**src/design/kms_pkg.sv**
```systemverilog
// ----------------------------------------------------------------------------
// kms_pkg: shared types and constants of the keypad matrix scanner
// Scan phases, register indexes, reset values and the structs passed between
// the configuration registers, the scan core and the top level.
// ----------------------------------------------------------------------------
package kms_pkg;

	// matrix geometry defaults
	localparam int LINE_COUNT_DEF   = 5;
	localparam int COLUMN_COUNT_DEF = 3;

	// fixed field widths
	localparam int SENSE_W  = 5;
	localparam int DRIVE_W  = 3;
	localparam int INDEX_W  = 4;
	localparam int CHAR_W   = 8;
	localparam int MAP_W    = 15;
	localparam int CFG_W    = 8;
	localparam int CFG_IDX_W = 2;

	// register reset values
	localparam logic [CFG_W-1:0] PRESS_WINDOW_RST   = 8'd20;
	localparam logic [CFG_W-1:0] RELEASE_WINDOW_RST = 8'd5;
	localparam logic [CFG_W-1:0] SETTLE_RST         = 8'd5;
	localparam logic [CFG_W-1:0] PAUSE_RST          = 8'd5;

	// key characters run from 'A' upward in key order
	localparam logic [CHAR_W-1:0] KEY_CHAR_BASE = 8'h41;

	// register indexes
	typedef enum logic [CFG_IDX_W-1:0] {
		REG_PRESS_WINDOW   = 2'd0,
		REG_RELEASE_WINDOW = 2'd1,
		REG_SETTLE         = 2'd2,
		REG_SCAN_PAUSE     = 2'd3
	} kms_reg_e;

	// scan phases
	typedef enum logic [2:0] {
		PH_SETTLE  = 3'd0,
		PH_JUDGE   = 3'd1,
		PH_PRESS   = 3'd2,
		PH_RELEASE = 3'd3,
		PH_PAUSE   = 3'd4
	} kms_phase_e;

	// configuration seen by the scan core
	typedef struct packed {
		logic [CFG_W-1:0] press_window_ms;
		logic [CFG_W-1:0] release_window_ms;
		logic [CFG_W-1:0] settle_samples;
		logic [CFG_W-1:0] scan_pause_ms;
	} kms_cfg_t;

	// one result item
	typedef struct packed {
		logic [DRIVE_W-1:0] column_drive;
		logic               key_valid;
		logic [INDEX_W-1:0] key_index;
		logic [CHAR_W-1:0]  key_char;
		logic [MAP_W-1:0]   pressed_map;
	} kms_result_t;

endpackage

```
**src/design/kms_cfg_regs.sv**
```systemverilog
// ----------------------------------------------------------------------------
// kms_cfg_regs: configuration registers
// Holds the two debounce windows, the settle count and the scan pause.
// ----------------------------------------------------------------------------
module kms_cfg_regs
	import kms_pkg::*;
(
	input  logic                 clk,
	input  logic                 arst_n,
	input  logic                 cfg_valid,
	output logic                 cfg_ready,
	input  logic [CFG_IDX_W-1:0] cfg_index,
	input  logic [CFG_W-1:0]     cfg_data,
	output kms_cfg_t             cfg
);

	kms_cfg_t cfg_q;

	// writes are always taken
	assign cfg_ready = 1'b1;

	// register write on a transfer
	always_ff @(posedge clk or negedge arst_n) begin
		if (!arst_n) begin
			cfg_q.press_window_ms   <= PRESS_WINDOW_RST;
			cfg_q.release_window_ms <= RELEASE_WINDOW_RST;
			cfg_q.settle_samples    <= SETTLE_RST;
			cfg_q.scan_pause_ms     <= PAUSE_RST;
		end else if (cfg_valid) begin
			unique case (kms_reg_e'(cfg_index))
				REG_PRESS_WINDOW:   cfg_q.press_window_ms   <= cfg_data;
				REG_RELEASE_WINDOW: cfg_q.release_window_ms <= cfg_data;
				REG_SETTLE:         cfg_q.settle_samples    <= cfg_data;
				REG_SCAN_PAUSE:     cfg_q.scan_pause_ms     <= cfg_data;
			endcase
		end
	end

	assign cfg = cfg_q;

endmodule

```
**src/design/kms_scan_core.sv**
```systemverilog
// ----------------------------------------------------------------------------
// kms_scan_core: scan sequencer and debounce judge
// Holds the scan position, phase, window counter and stable key map, and
// works out one result from one sample combinationally.
// ----------------------------------------------------------------------------
module kms_scan_core
	import kms_pkg::*;
#(
	parameter int LINE_COUNT   = LINE_COUNT_DEF,
	parameter int COLUMN_COUNT = COLUMN_COUNT_DEF
) (
	input  logic               clk,
	input  logic               arst_n,
	input  logic               step,
	input  logic [SENSE_W-1:0] sense,
	input  logic               tick,
	input  kms_cfg_t           cfg,
	output kms_result_t        result
);

	localparam int KEYS = LINE_COUNT * COLUMN_COUNT;
	localparam int LW   = (LINE_COUNT > 1) ? $clog2(LINE_COUNT) : 1;
	localparam int CW   = (COLUMN_COUNT > 1) ? $clog2(COLUMN_COUNT) : 1;
	localparam int KW   = (KEYS > 1) ? $clog2(KEYS) : 1;

	kms_phase_e       phase_q, phase_d;
	logic [CW-1:0]    col_q, col_d;
	logic [LW-1:0]    line_q, line_d;
	logic [CFG_W-1:0] ctr_q, ctr_d;
	logic [KEYS-1:0]  stable_q, stable_d;

	logic [7:0]       sense_ext;
	logic             low;
	logic [CFG_W-1:0] ctr_inc;
	logic [KW-1:0]    key_k;
	logic             judge;
	logic             dec;
	logic             dec_val;
	logic [LW:0]      line_nx;
	logic [CW:0]      col_nx;
	logic [7:0]       col_onehot;
	logic [KEYS+MAP_W-1:0] map_ext;
	logic             emit;

	// sense line of the current key, lines past the field read high
	assign sense_ext = {{(8 - SENSE_W){1'b1}}, sense};
	assign low       = !sense_ext[3'(line_q)];

	// saturating millisecond count
	assign ctr_inc = (tick && ctr_q != 8'hFF) ? ctr_q + 8'd1 : ctr_q;

	// key number of the current position
	assign key_k = KW'(KW'(col_q) * KW'(LINE_COUNT)) + KW'(line_q);

	assign line_nx = {1'b0, line_q} + (LW+1)'(1);
	assign col_nx  = {1'b0, col_q} + (CW+1)'(1);

	// next state
	always_comb begin
		phase_d  = phase_q;
		ctr_d    = ctr_q;
		col_d    = col_q;
		line_d   = line_q;
		stable_d = stable_q;
		judge    = 1'b0;
		dec      = 1'b0;
		dec_val  = 1'b0;

		unique case (phase_q)
			PH_PAUSE: begin
				if (ctr_inc >= cfg.scan_pause_ms) begin
					phase_d = PH_SETTLE;
					ctr_d   = '0;
					col_d   = '0;
					line_d  = '0;
				end else begin
					ctr_d = ctr_inc;
				end
			end
			PH_JUDGE: begin
				judge = 1'b1;
			end
			PH_PRESS: begin
				if (ctr_inc >= cfg.press_window_ms) begin
					dec     = 1'b1;
					dec_val = 1'b1;
				end else if (!low) begin
					dec = 1'b1;
				end else begin
					ctr_d = ctr_inc;
				end
			end
			PH_RELEASE: begin
				if (ctr_inc >= cfg.release_window_ms) begin
					dec = 1'b1;
				end else if (low) begin
					dec     = 1'b1;
					dec_val = 1'b1;
				end else begin
					ctr_d = ctr_inc;
				end
			end
			default: begin
				phase_d = PH_SETTLE;
				if (ctr_q < cfg.settle_samples) begin
					ctr_d = ctr_q + 8'd1;
				end else begin
					judge = 1'b1;
				end
			end
		endcase

		// first sample of a key: zero windows decide at once
		if (judge) begin
			ctr_d = '0;
			if (low) begin
				if (cfg.press_window_ms == '0) begin
					dec     = 1'b1;
					dec_val = 1'b1;
				end else begin
					phase_d = PH_PRESS;
				end
			end else if (cfg.release_window_ms == '0) begin
				dec = 1'b1;
			end else begin
				phase_d = PH_RELEASE;
			end
		end

		// key decided: store it and move to the next position
		if (dec) begin
			stable_d[key_k] = dec_val;
			ctr_d = '0;
			if (line_nx >= (LW+1)'(LINE_COUNT)) begin
				line_d = '0;
				if (col_nx >= (CW+1)'(COLUMN_COUNT)) begin
					col_d   = '0;
					phase_d = PH_PAUSE;
				end else begin
					col_d   = col_nx[CW-1:0];
					phase_d = PH_SETTLE;
				end
			end else begin
				line_d  = line_nx[LW-1:0];
				phase_d = PH_JUDGE;
			end
		end
	end

	// result outputs
	assign col_onehot = 8'(1) << 3'(col_q);
	assign map_ext    = {{MAP_W{1'b0}}, stable_d};
	assign emit       = dec && dec_val && !stable_q[key_k];

	always_comb begin
		result.column_drive = (phase_q == PH_PAUSE) ? '0 : col_onehot[DRIVE_W-1:0];
		result.key_valid    = emit;
		result.key_index    = emit ? INDEX_W'(key_k) : '0;
		result.key_char     = emit ? KEY_CHAR_BASE + CHAR_W'(key_k) : '0;
		result.pressed_map  = map_ext[MAP_W-1:0];
	end

	// state registers
	always_ff @(posedge clk or negedge arst_n) begin
		if (!arst_n) begin
			phase_q  <= PH_SETTLE;
			col_q    <= '0;
			line_q   <= '0;
			ctr_q    <= '0;
			stable_q <= '0;
		end else if (step) begin
			phase_q  <= phase_d;
			col_q    <= col_d;
			line_q   <= line_d;
			ctr_q    <= ctr_d;
			stable_q <= stable_d;
		end
	end

`ifndef NO_ASSERTIONS
	// the pause always sits at the start position
	a_pause_home: assert property (@(posedge clk) disable iff (!arst_n)
		phase_q == PH_PAUSE |-> col_q == '0 && line_q == '0)
		else $error("pause phase away from the start position");

	// no sample, no change of scan state
	a_hold: assert property (@(posedge clk) disable iff (!arst_n)
		!step |=> $stable(phase_q) && $stable(stable_q) && $stable(ctr_q))
		else $error("scan state moved without a sample");

	// a reported key adds exactly one key to the map
	a_emit_adds: assert property (@(posedge clk) disable iff (!arst_n)
		step && result.key_valid |=>
			$countones(stable_q) == $past($countones(stable_q)) + 1)
		else $error("reported key did not enter the key map");

	// watch phases only on a real line
	a_line_range: assert property (@(posedge clk) disable iff (!arst_n)
		(phase_q == PH_PRESS || phase_q == PH_RELEASE) |->
			{1'b0, line_q} < (LW+1)'(LINE_COUNT))
		else $error("watch phase on a line outside the matrix");
`endif

endmodule

```
**src/design/keypad_matrix_scanner_unit.sv**
```systemverilog
// ----------------------------------------------------------------------------
// keypad_matrix_scanner_unit: debounced key matrix scanner
// Drives one column at a time, debounces each key against millisecond
// windows and reports newly pressed keys with their index and character.
//
//   channel | dir | handshake           | payload
//   s_*     | in  | s_tvalid / s_tready | s_tdata: sense_levels, ms_tick
//   m_*     | out | m_tvalid / m_tready | m_tdata: drive, index, char, map;
//           |     |                     | m_tuser: key_valid
//   cfg_*   | in  | cfg_valid/cfg_ready | cfg_index, cfg_data
//
// One sample is taken per cycle while the result stream is not stalled, and gives one
// result; it passes the input register and the result register around the scan core.
// Reset loads the register defaults and starts the scan in the settle phase.
// A stalled result holds the core; the input register takes one more sample if it is
// empty, then s_tready falls until the result is taken.
// ----------------------------------------------------------------------------
module keypad_matrix_scanner_unit
	import kms_pkg::*;
#(
	parameter int LINE_COUNT   = LINE_COUNT_DEF,
	parameter int COLUMN_COUNT = COLUMN_COUNT_DEF
) (
	input  logic                 clk,
	input  logic                 arst_n,
	// sample stream
	input  logic                 s_tvalid,
	output logic                 s_tready,
	input  logic [7:0]           s_tdata,  // [4:0] sense_levels, [5] ms_tick, [7:6] zero
	// result stream
	output logic                 m_tvalid,
	input  logic                 m_tready,
	output logic [31:0]          m_tdata,  // [2:0] column_drive, [6:3] key_index,
	                                       // [14:7] key_char, [29:15] pressed_map,
	                                       // [31:30] zero
	output logic                 m_tuser,  // [0] key_valid
	// configuration writes
	input  logic                 cfg_valid,
	output logic                 cfg_ready,
	input  logic [CFG_IDX_W-1:0] cfg_index,
	input  logic [CFG_W-1:0]     cfg_data
);

	kms_cfg_t     cfg;
	kms_result_t  result;
	kms_result_t  res_q;

	logic               in_valid_s1;
	logic [SENSE_W-1:0] sense_s1;
	logic               tick_s1;
	logic               out_valid_q;
	logic               adv;

	// configuration registers
	kms_cfg_regs u_cfg (
		.clk       (clk),
		.arst_n    (arst_n),
		.cfg_valid (cfg_valid),
		.cfg_ready (cfg_ready),
		.cfg_index (cfg_index),
		.cfg_data  (cfg_data),
		.cfg       (cfg)
	);

	// pipeline advance when the input register holds a sample and the result register is free or being taken
	assign adv      = in_valid_s1 && (!out_valid_q || m_tready);
	assign s_tready = !in_valid_s1 || adv;

	// input register
	always_ff @(posedge clk or negedge arst_n) begin
		if (!arst_n) begin
			in_valid_s1 <= 1'b0;
		end else if (s_tready) begin
			in_valid_s1 <= s_tvalid;
		end
	end

	always_ff @(posedge clk) begin
		if (s_tvalid && s_tready) begin
			sense_s1 <= s_tdata[SENSE_W-1:0];
			tick_s1  <= s_tdata[SENSE_W];
		end
	end

	// scan core
	kms_scan_core #(
		.LINE_COUNT   (LINE_COUNT),
		.COLUMN_COUNT (COLUMN_COUNT)
	) u_core (
		.clk    (clk),
		.arst_n (arst_n),
		.step   (adv),
		.sense  (sense_s1),
		.tick   (tick_s1),
		.cfg    (cfg),
		.result (result)
	);

	// result register
	always_ff @(posedge clk or negedge arst_n) begin
		if (!arst_n) begin
			out_valid_q <= 1'b0;
		end else if (adv) begin
			out_valid_q <= 1'b1;
		end else if (m_tready) begin
			out_valid_q <= 1'b0;
		end
	end

	always_ff @(posedge clk) begin
		if (adv) begin
			res_q <= result;
		end
	end

	// result transfer
	assign m_tvalid = out_valid_q;
	assign m_tuser  = res_q.key_valid;
	assign m_tdata  = {2'b00, res_q.pressed_map, res_q.key_char,
		res_q.key_index, res_q.column_drive};

endmodule

```
**config.mk**
```make
export PLATFORM = sky130hd
export DESIGN_NAME = keypad_matrix_scanner_unit
export DESIGN_NICKNAME = d
export VERILOG_FILES = /design/src/design/kms_pkg.sv /design/src/design/kms_cfg_regs.sv /design/src/design/kms_scan_core.sv /design/src/design/keypad_matrix_scanner_unit.sv
export SDC_FILE = /design/constraint.sdc
export NUM_CORES = 1
export LEC_CHECK = 0
export ABC_AREA = 1
export BUFFER_PORTS_ARGS = -buffer_cell sky130_fd_sc_hd__buf_4
export CAP_MARGIN = 40
export CORE_MARGIN = 2
export CORE_UTILIZATION = 50
export DETAILED_ROUTE_END_ITERATION = 7
export PLACE_DENSITY = 0.69
export SYNTH_ARGS = -nofsm -noshare
export SYNTH_HDL_FRONTEND = slang
export SYNTH_HIERARCHICAL = 1
export SYNTH_SLANG_ARGS = --single-unit
```
**constraint.sdc**
```tcl
create_clock -name clk -period 3.8 [get_ports clk]
set_input_delay 0.57 -clock clk [delete_from_list [all_inputs] [get_ports clk]]
set_output_delay 0.57 -clock clk [all_outputs]
set_load 0.02 [all_outputs]
```
==> impl_results.md <==
* Status: complete, no violations
* Post-CTS Hold Fix Bufs at 0
* Slew @ Worst Pin at slightly above 0.8 ns
* Synth Register Bits at a little over 100
* Placed instance area at 6870 um2
* DRC Markers at 0
* Placed insts at ~1,000
* Initial antenna violation count at 0
* Die width at approximately 120 um
* Slowest CP cell: o21a_1
* Clock slew at reported path FFs at approximately 0.080 ns
* Area fraction in compound gates after synthesis at between 4 and 5%
* First-pass GRT wire length at about 23 mm
* Clock sinks at a little over 100
* Drt pass-1 iters at 5
* Synth-to-Final Area Change at 12.0%
* Total number of vias at about 5,400
* Port Buffers at 53
* PD cells at between 600 and 700 nW/um2
* Critical Path Start: u_core/ctr_q[0]$_DFFE_PN0P_
* HPWL after DPL at roughly 10 mm
* Crit path max fanout at 31
* Final instance area at approximately 7100 um2
* Tightest Hold Check Type: primary input to async pin
* Count of pins over their slew limit at 0
* Most frequent cells in the layout: 251 x nand2_1, 96 x inv_1, 66 x nand3_1
* CTS buffer count at 9
* Vias in the first global route at ~5,000
* Die area at between 10,000 and 15,000 um2
* Startpoint type of the worst setup path: flip-flop
* Fin crit period at approximately 3.4 ns
* Share of layout cells above drive strength 1 at around 13%
* CP Depth at 19
* Final GP Congestion at about 0.84
* Synth Flop Type: dfrtp_1
* Worst EP arrival at 3.54 ns
* GRT Total Usage at a little over a fifth
* Final setup vio count at 0
* Slew margin rel. at about 46%
* Largest family of logic cells by synthesized area: simple AND/OR/NAND/NOR gates
* Routed len/inst at 13.7 um
* Worst path most repeated cell: nand2_1
* # IOs at slightly below 60
* Reg-to-reg endpoint: m_tdata[29]$_DFFE_PP_
* Area leader, netlist: dfrtp_1
* Post-Syn Area at 6380 um2
* Crit path cell chain: ha_1, nand3_1, o21a_1, o21ai_0, buf_4, ha_1, nand2_1, nor2_1, nor2_1, nand2_1, nand2_1, nand2_1, nand2_1, nand2_1, nor2_4, nand2_4, nand2_1, nand2_1, and2_1
* Post-synthesis sequential area ratio at a little over two fifths
* Iteration-0 DRC count of the detailed router at between 300 and 400
* Post-synthesis adder-cell area fraction at under 10%
* CTS tree: built
* # fillers at approximately 1,100
* Mean Syn Cell Area at 8.00 um2
* Buf/Inv on CP at 1
* Fin Hold WS at 0.158 ns
* Synth Area in Simple Gates at 31.9%
* Max_cap viols at 0
* Leak Pwr at approximately 3.6 nW
* Post-synth top area share at approximately 22%
* Starting Density at around half
* Multiplexer share of the synthesized area at 0%
* CORE AREA at about 13,000 um2
* Gate Count Post-Synth at ~800
* Number of enable flip-flop cells after synthesis at 37
* WP data required at 3.92 ns
* Crit end category: flip-flop
* Synth Warn # at 6
* Via/cell ratio at 5.25
* RSZ-0062 raised after global routing: no
* Kind of critical path: flip-flop to flip-flop
* Htree depth at 3
* Core Util, Final at between 50% and 60%
* Distinct cells, synth at slightly above 40
* CP top delay family: simple AND/OR/NAND/NOR gates
* Commonest non-fill, non-tap cell in the layout: nand2_1
* Drt total wl at ~14 mm
* Die Y at 117 um
* Synth area leaders: dfrtp_1 22%, edfxtp_1 17%, nand2_1 15%
* XOR/XNOR Fraction of Synth Area at roughly 1.2%
* Final ANT Viol Nets at 0
* Largest net degree at the start of global routing at a little over 70
* Row cnt at just over 40
* Clk_skew at around 0.013 ns
* R2R cell count at 19
* Max rail drop VDD at 0.000334 V
* Hold Fails Final Rpt at 0
* Nets at approximately 900
* Non-Filler Instances at a little over 1,000
* Ant. Diodes at 0
* Total grt overflow at 0
* Setup TNS at 0 ns
* CP peak stage delay at ~0.44 ns
* Largest buffer count on any clock path at 2
* CP endpoint: m_tdata[29]$_DFFE_PP_
* Max Freq at a little under 300 MHz
* Asr flop ratio synth at around 64%
* Period utilization at roughly 90%
* Worst r2r src: u_core/ctr_q[0]$_DFFE_PN0P_
* Clock root buffer: clkbuf_16
* Worst R2R Setup Slack at roughly 0.38 ns
* Clock latency on the worst-skew pair at ~0.36 ns
* Number of post-CTS setup repair buffers at 0
* Post-CTS sizing at 0
## cell families after synthesis
| logic type | after synthesis |
|---|---|
| compound gates | 54 |
| buf+inv | 136 |
| simple gates | 451 |
| other cells | 3 |
| xor+xnor | 9 |
| fa+ha+maj | 43 |
| flops | 102 |
## registers in the layout (all words and copies together), names as in the netlist, 2 cells and up
register,cells
sense_s1,5
u_core/phase_q,3
m_tdata,30
u_core/ctr_q,8
u_cfg/cfg,32
u_core/line_q,3
u_core/col_q,2
u_core/stable_q,15
## power breakdown
part	switching [W]	total, W	internal [W]
Clock	0.000426	0.000876	0.000449
Sequential	0.000177	0.00155	0.00138
Combinational	0.00155	0.00238	0.000827
Total	0.00216	0.00481	0.00265
## worst min path at each step
stage	to	depth (start not counted)	from	slack, ns
floorplan	in_valid_s1$_DFFE_PN0P_	0	arst_n	0.27
global placement	u_cfg/cfg[10]$_DFFE_PN1P_	2	u_cfg/cfg[10]$_DFFE_PN1P_	0.46
detailed placement	u_cfg/cfg[10]$_DFFE_PN1P_	2	u_cfg/cfg[10]$_DFFE_PN1P_	0.46
CTS	u_cfg/cfg[22]$_DFFE_PN0P_	1	arst_n	0.17
global route	u_cfg/cfg[12]$_DFFE_PN0P_	1	arst_n	0.19
finish	u_cfg/cfg[12]$_DFFE_PN0P_	1	arst_n	0.16
## metal layers
metal,track usage [%],part of all wire [%]
met3,4.22,6.4
met4,9.41,2.0
met1,28.3,44
met5,0,0
met2,35.7,48
## Yosys cell counts (all sizes together) (2+ instances only)
| library cell | instances |
|---|---|
| clkbuf | 5 |
| ha | 42 |
| o221ai | 3 |
| nand2 | 256 |
| o21a | 3 |
| a21oi | 19 |
| buf | 27 |
| inv | 102 |
| o21ai | 25 |
| nand4 | 34 |
| nor2 | 64 |
| xor2 | 9 |
| nor3 | 8 |
| and2 | 15 |
| bufinv | 2 |
| nand3 | 72 |
| edfxtp | 37 |
| dfstp | 8 |
| conb | 3 |
| dfrtp | 57 |
## per-stage QoR
step | setup slack, ns | power, W
after global placement | 0.539 | 0.00382
after floorplan | 0.671 | 0.00331
final | 0.380 | 0.00481
after CTS | 0.424 | 0.00481
after global routing | 0.0734 | 0.00523
after detailed placement | 0.440 | 0.00393
## final cells by class
type / instances / area [um2] / share of cell area (%)
inverters: 104 / 418 / 5.85
well taps: 172 / 215 / 3.01
repair buffers: 65 / 500 / 7.00
multi-input cells: 562 / 2990 / 41.9
clock inverters: 6 / 46.3 / 0.648
clock buffers: 10 / 229 / 3.20
flip-flops and latches: 102 / 2750 / 38.4
Power figures use the tool's default switching activity.
